$ cat src/rtl/core/ttmm_ram.sv
// Generic simple dual-port RAM: one write port, one registered read port.
module ttmm_ram #(
    parameter int WIDTH = 8,
    parameter int DEPTH = 16
) (
    input  logic                     i_clk,
    input  logic                     i_we,
    input  logic [$clog2(DEPTH)-1:0] i_waddr,
    input  logic [WIDTH-1:0]         i_wdata,
    input  logic                     i_re,
    input  logic [$clog2(DEPTH)-1:0] i_raddr,
    output logic [WIDTH-1:0]         o_rdata
);

    logic [WIDTH-1:0] r_mem [DEPTH];
    logic [WIDTH-1:0] r_rdata;

    always_ff @(posedge i_clk) begin
        if (i_we) begin
            r_mem[i_waddr] <= i_wdata;
        end
        if (i_re) begin
            r_rdata <= r_mem[i_raddr];
        end
    end

    assign o_rdata = r_rdata;

endmodule

$ cat config.mk
export PLATFORM = sky130hd
export DESIGN_NAME = ttmm_ram
export DESIGN_NICKNAME = d
export VERILOG_FILES = /design/src/rtl/core/ttmm_ram.sv
export SDC_FILE = /design/constraint.sdc
export NUM_CORES = 1
export LEC_CHECK = 0
export ABC_AREA = 1
export CAP_MARGIN = 40
export CORE_ASPECT_RATIO = 0.8
export CORE_UTILIZATION = 30
export DETAILED_ROUTE_END_ITERATION = 12
export DONT_BUFFER_PORTS = 1
export GPL_ROUTABILITY_DRIVEN = 0
export GPL_TIMING_DRIVEN = 0
export PLACE_DENSITY = 0.54
export SETUP_SLACK_MARGIN = 0.3
export SLEW_MARGIN = 5
export SYNTH_ARGS = -nofsm -noshare
export SYNTH_HDL_FRONTEND = slang
export SYNTH_SLANG_ARGS = --single-unit
export TNS_END_PERCENT = 10
$ cat constraint.sdc
create_clock -name i_clk -period 2 [get_ports i_clk]
set_input_delay 0.4 -clock i_clk [delete_from_list [all_inputs] [get_ports i_clk]]
set_output_delay 0.4 -clock i_clk [all_outputs]
set_load 0.05 [all_outputs]
==> metrics.txt <==
status complete, no violations; top post-synthesis cells by count nand2_1 (173), edfxtp_1 (136), inv_1 (100), nand3_1 (97), nor2_1 (17); worst-case clock buffer depth 2; Post-Place Cell Area just over 6000 µm²; Final Setup Violations 0; # IOs 27; initial DRC count between 300 and 400; all-layer global routing usage 15.66%; RSZ-0062 raised after global routing false; Synth area leaders edfxtp_1 (70%), nand2_1 (11%), nand3_1 (8.3%); worst hold stages 0; Die X 158.1 µm; Clock Pin Slew Worst Setup and Hold Paths about 0.060 ns; Crit Path Class reg2out; Reg area about 4100 µm²; Min Hold Slack approximately 0.075 ns; fmax roughly 0.7 GHz; Post-CTS Setup Bufs 0; die height approximately 130 µm; Fill cells 1884; Mapped Nets 570; post-synthesis xor/xnor area fraction 0%; adder-cell share of the synthesized area 0%; dpl hpwl around 10000 µm; R2R depth 6; synthesized area just under 6000 µm²; post-synth top area cell edfxtp_1; Max Cap Viol 0; WP depth 0; mean post-synth cell area approximately 11 µm²; largest net degree at the start of global routing 17; CP startpoint kind flop; # DRC 0; Max H-tree Level 4; Die Area roughly 20000 µm²; Post-DRT Antenna Nets 0; Max Slew Vio Count 0; number of diodes 0; cell with the most instances after synthesis nand2_1; area of the multi-input gates between 1000 and 1500 µm²; clock skew between 0.007 and 0.008 ns; simple-gate portion of the synthesized area between 20% and 30%; Core Footprint around 19000 µm²; setup TNS 0 ns; flops & latches, synth between 100 and 150; CTS buffer count 17; post-synthesis cell count 551; endpoint class of the critical path primary output; post-DR wirelength/cell around 17 µm; Compound-Gate Fraction of Synth Area 0%; worst skew pair latency 0.42 ns; vias in the first global route between 3k and 4k; FFs w/ async S/R, synth 0%; largest family of logic cells by synthesized area simple AND/OR/NAND/NOR gates; Slew @ Worst Pin about 0.87 ns; type of the worst min-delay path in2reg; first-pass GRT wire length ~22000 µm; drt via density ~4.5; CTS tree yes; mux share of post-synthesis cell area 0%; layout cells sized above 1 roughly 10%; Final Cycle Share 73.32%; post-CTS resize count 0; CTS Hold Buffers Added 0; number of distinct library cells after synthesis 11; # clock sinks between 100 and 150; Power Density a little under 1000 nW/µm²; TritonRoute pass-1 iters 5; worst vdd ir ~0.65 mV; leak pwr around 0.0028 µW; Cell Rows 45; Hold Fails Final Rpt 0; top-area cell type share of the netlist area between 60% and 70%; worst rel slew slack 41.80%; min cycle time layout about 1.5 ns; sequential area share after synthesis between 60% and 70%; # port buffers 0; Synth warnings 0; P&R area growth vs syn 16.58%; post-route cell area a little under 7000 µm²; Root Driver clkbuf_16; Synth Flop Type edfxtp_1; EDFF count, synth ~140; initial antenna violation count 0; Worst Path Required between 1.5 and 2 ns; Via Count approximately 3.8k; starting density of the core between 30% and 40%; Critical Path AT between 1 and 1.5 ns; Worst Path Max Fanout 1; GRT Residual Overflow 0; Final nets roughly 600; WL final around 15000 µm
[power by group]
part	switching, µW	leakage [µW]	internal, µW
Combinational	238	0.00133	103
Clock	1200	0.000281	1960
Sequential	65.5	0.00124	3210
Total	1500	0.00285	5280
[registers in the layout (all words and copies together), names as in the netlist]
signal,flops
o_rdata,8
r_mem,128
[per-layer routing]
layer	routed length [µm]	part of all wire, %	track usage, %	up-vias
li1	-	-	-	1832
met1	6829	47	22.77	1811
met2	6296	43	22.76	176
met3	1275	8.8	3.963	14
met4	152	1.0	4.751	0
met5	0	0	0	-
[cells by family (layout without fill, tap and decap cells)]
kind of cell / count (synthesis) / count (layout)
flops: 136 / 136
buf+inv: 126 / 164
simple gates: 289 / 289
[path summary, 6_finish.rpt]
path,start,endpoint,slack [ns]
worst max-delay path,o_rdata[5],o_rdata[5],0.53
worst min-delay path,i_wdata[3],r_mem[14][3],0.08
worst max register to register,r_mem[10][4],o_rdata[4],0.80
worst min register to register,r_mem[6][2],o_rdata[2],0.79
[area by class of cell]
| class | count | area share, % |
|---|---|---|
| inverters | 102 | 5.617 |
| flip-flops and latches | 136 | 59.91 |
| well taps | 258 | 4.736 |
| repair buffers | 6 | 0.6608 |
| plain buffers | 24 | 2.441 |
| clock inverters | 15 | 2.588 |
| multi-input cells | 289 | 17.80 |
| clock buffers | 17 | 6.241 |
[stage by stage]
step           total power, µW  worst slack (ns)  cells  utilization, %
2_1_floorplan             3559            0.6492    551               -
3_3_place_gp              3669            0.1582    809           32.42
3_5_place_dp              3674            0.2023    812           32.54
4_1_cts                   6817            0.5098    844           35.70
5_1_grt                   6968            0.5008    847           35.82
6_report                  6782            0.5336    847           35.82
[cells in the final DEF, fill, tap and decap left out, drive strengths merged]
cell type  Yosys  layout
inv          102     105
nand2        173     173
clkinvlp       0       4
bufinv         0       3
clkinv         0       5
nand3         97      97
clkbuf         0      17
nor2          17      17
edfxtp       136     136
buf           24      30
nand3b         2       2
[worst register-to-register path: stages (launching register included)]
cell      delay [ns]
edfxtp_1        0.36
inv_1           0.06
nand2_1         0.06
nand3_1         0.14
nand3_1         0.11
nand3_1         0.11
nand2_1         0.11
No activity file was read; power rests on OpenSTA's default activity.
