`config.mk`:
```
export PLATFORM = sky130hd
export DESIGN_NAME = ttmm_merge
export DESIGN_NICKNAME = d
export VERILOG_FILES = /design/src/rtl/core/ttmm_pkg.sv /design/src/rtl/core/ttmm_merge.sv
export SDC_FILE = /design/constraint.sdc
export NUM_CORES = 1
export LEC_CHECK = 0
export ABC_CLOCK_PERIOD_IN_PS = 7400
export BUFFER_PORTS_ARGS = -buffer_cell sky130_fd_sc_hd__buf_2
export CAP_MARGIN = 30
export CORE_MARGIN = 10
export CORE_UTILIZATION = 45
export DETAILED_ROUTE_END_ITERATION = 6
export PLACE_DENSITY = 0.81
export SYNTH_ARGS = -nofsm -noshare
export SYNTH_HDL_FRONTEND = slang
export SYNTH_SLANG_ARGS = --single-unit
```
`constraint.sdc`:
```
create_clock -name vclk -period 7.4
set_input_delay 1.48 -clock vclk [all_inputs]
set_output_delay 1.48 -clock vclk [all_outputs]
set_load 0.03 [all_outputs]
```
`src/rtl/core/ttmm_pkg.sv`:
```
// Shared constants, types and command codes for the min/max winner tree.
package ttmm_pkg;

    // Fixed field widths of the request and response channels
    localparam int CMD_BITS   = 2;
    localparam int POS_BITS   = 8;
    localparam int FIELD_BITS = 32;

    // Defaults for the top-level parameters
    localparam int SLOT_COUNT_DEF = 128;
    localparam int VALUE_BITS_DEF = 32;

    typedef logic [CMD_BITS-1:0]          t_cmd;
    typedef logic [POS_BITS-1:0]          t_pos;
    typedef logic signed [FIELD_BITS-1:0] t_field;

    // Request commands; the unused code behaves as a read
    localparam t_cmd CMD_WRITE = 2'd0;
    localparam t_cmd CMD_READ  = 2'd1;
    localparam t_cmd CMD_EMPTY = 2'd2;

endpackage

```
`src/rtl/core/ttmm_merge.sv`:
```
// Parent node from the node just updated and its sibling; ties go left.
module ttmm_merge #(
    parameter int VALUE_BITS = ttmm_pkg::VALUE_BITS_DEF
) (
    input  logic [2*VALUE_BITS+2*ttmm_pkg::POS_BITS-1:0] i_cur,
    input  logic [2*VALUE_BITS+2*ttmm_pkg::POS_BITS-1:0] i_sib,
    input  logic                                         i_sib_occ,
    input  logic                                         i_cur_right,
    output logic [2*VALUE_BITS+2*ttmm_pkg::POS_BITS-1:0] o_parent
);

    localparam int PB       = ttmm_pkg::POS_BITS;
    localparam int REC_BITS = 2*VALUE_BITS + 2*PB;

    // Record layout: {min key, max key, min slot, max slot}
    logic [REC_BITS-1:0]   lft;
    logic [REC_BITS-1:0]   rgt;
    logic [VALUE_BITS-1:0] l_min, r_min, l_max, r_max;
    logic                  min_from_l;
    logic                  max_from_l;

    assign lft   = i_cur_right ? i_sib : i_cur;
    assign rgt   = i_cur_right ? i_cur : i_sib;
    assign l_min = lft[REC_BITS-1 -: VALUE_BITS];
    assign r_min = rgt[REC_BITS-1 -: VALUE_BITS];
    assign l_max = lft[2*PB +: VALUE_BITS];
    assign r_max = rgt[2*PB +: VALUE_BITS];

    // Keys are sign-flipped, so unsigned compares order them
    assign min_from_l = (l_min <= r_min);
    assign max_from_l = (l_max >= r_max);

    always_comb begin
        if (!i_sib_occ) begin
            o_parent = i_cur;
        end else begin
            o_parent = {min_from_l ? l_min : r_min,
                        max_from_l ? l_max : r_max,
                        min_from_l ? lft[PB +: PB] : rgt[PB +: PB],
                        max_from_l ? lft[0 +: PB] : rgt[0 +: PB]};
        end
    end

endmodule

```
==> results.md <==
* Slew Limit Fails at 0
* Synth Instances at 760
* Register area share after synthesis at 0%
* Antenna-violating nets left at 0
* Run status: finished, final reports clean
* Cts repair resizes at 0
* Hold Crit Class: in -> out
* Worst EP required at 5.92 ns
* Largest net degree at the start of global routing at 97
* Worst Path Max Fanout at 52
* Site Rows at 40
* RSZ-0062 raised after global routing: no
* Setup violators final at 0
* Top post-synthesis cells by count: nand2_1 (160), a41oi_1 (80), a21oi_1 (67)
* Gpl congestion at 0.804
* Yosys cell types at 47
* WS Path Type: in -> out
* Storage element area at 0 sq um
* Maximum VDD drop at 75.0 uV
* Die H at 130 um
* Final Cycle Share at 89.4%
* M1 WL at 7500 um
* Placed Cells at 1090
* Most area-hungry cell type in the Yosys netlist: ha_1
* Final worst setup slack at 0.787 ns
* Vias in the first global route at 6228
* Initial antenna violation count at 2
* Hold depth at 3
* Vias post-DR at 6621
* DIE WIDTH at 130 um
* Fmax at 151 MHz
* Rel. slew slack at 31.8%
* Core area at 11900 sq um
* Initial drt markers at 390
* DP HPWL at 14600 um
* Ratio of cells with drive above 1 in the final layout at 35.5%
* Grt total ovfl at 0
* PortBufs at 242
* CP Capture Type: primary output
* Area grow syn2layout at 23.9%
* HP Start: i_sib[12]
* DRC at 0
* Hold Vio Cnt, Final at 0
* Worst Path Arrival at 5.13 ns
* Wire per inst at 16.8 um
* Metal2 WL at 9010 um
* Final nets at 1170
* Worst slew pin tran at 1.02 ns
* Clock buffers at 0
* Hold Buf Count CTS at 0
* Cell with the most instances after synthesis: nand2_1
* Post-synth net total at 985
* Mean Syn Cell Area at 7.13 sq um
* Synthesized area at 5420 sq um
* Static leakage at 3.12 nW
* First-pass GRT wire length at 29700 um
* Top Ports at 242
* Synth warnings at 0
* Main area contributors after synthesis: ha_1 (15%), a41oi_1 (13%), mux2_2 (12%)
* Maxcap violations at 0
* Post-Layout Cell Count at 1092
* Pwr Density at 92.7 nW/um^2
* Hold worst-path end: o_parent[12]
* Total negative slack at 0 ns
* Sequential cell count at 0
* Die area at 16800 sq um
* Worst setup SP type: input port
* Initial cell density of the core at 45.5%
* Final wirelength at 18300 um
* Vias per cell at 6.06
* Post-synth top area share at 14.5%
* 1st-pass router iterations at 5
* Met3 wire length at 1690 um
* GR Util All Layers at 20.2%
* Hold slack at 3.34 ns
* Min Clock Period, post-route at 6.61 ns
* Post-CTS setup buffer count at 0
* Top layer in use: met4
* DP Worst Slack at 0.827 ns
[critical path, stage by stage]
cell and delay (ns):
buf_6 0.32, buf_12 0.34, mux2_2 0.38, ha_1 0.32, nand4_1 0.18, nor3_1 0.20, a21bo_2 0.24, a311oi_1 0.44
nor3_1 0.15, o21ai_4 0.19, buf_12 0.26, mux2_2 0.39, buf_2 0.19
[layout make-up]
type / count / area [sq um]
fillers: 1143 / 5190
multi-input cells: 687 / 5140
repair buffers: 253 / 1380
well taps: 147 / 184
inverters: 3 / 11.3
diodes: 2 / 5.00
[placed cells by master, fill, tap and decap left out, types with 2 or more instances in the layout]
cell type	count
nand4_1	11
buf_2	241
buf_12	6
ha_1	63
o21a_1	2
a41oi_1	80
mux2_4	14
a21oi_1	67
o2111ai_1	40
nor3_1	4
nand3_1	4
nand2b_1	41
inv_1	2
nor2_1	44
buf_4	5
nor4_2	2
o211ai_1	2
mux2i_1	62
mux2_2	58
nand2_1	160
o21ai_0	9
diode_2	2
[stage by stage]
stage	instance area, sq um	utilization, %	power, mW
2_1_floorplan	5420	-	0.436
3_3_place_gp	6710	56.4	0.614
3_5_place_dp	6710	56.4	0.623
4_1_cts	6710	56.4	0.626
5_1_grt	6720	56.4	0.687
6_report	6720	56.4	0.623
[power by group]
| part | internal [mW] | switching (mW) | total [mW] |
|---|---|---|---|
| registers | 0 | 0 | 0 |
| clock network | 0.0000000362 | 0 | 0.0000000362 |
| logic | 0.241 | 0.382 | 0.623 |
| total | 0.241 | 0.382 | 0.623 |
[logic make-up after synthesis]
| kind of cell | synth area share, % |
|---|---|
| mux | 27.4 |
| simple gates | 22.5 |
| fa+ha+maj | 14.5 |
| compound gates | 29.4 |
| buf+inv | 5.86 |
| xor+xnor | 0.300 |
[routing by layer]
metal	vias up	GRT usage [%]
met5	-	0
met4	0	2.25
met3	12	5.15
met2	252	36.2
met1	3028	24.5
li1	3329	-
[worst max path at each step]
stage / start / to / slack (ns) / depth (start not counted)
2_1_floorplan: i_cur_right / o_parent[47] / 1.00 / 14
3_3_place_gp: i_cur_right / o_parent[73] / 0.89 / 13
3_5_place_dp: i_cur_right / o_parent[73] / 0.83 / 13
4_1_cts: i_cur_right / o_parent[73] / 0.80 / 13
5_1_grt: i_cur_right / o_parent[3] / 0.54 / 15
6_report: i_cur_right / o_parent[73] / 0.79 / 13
No activity file was read; power rests on OpenSTA's default activity.
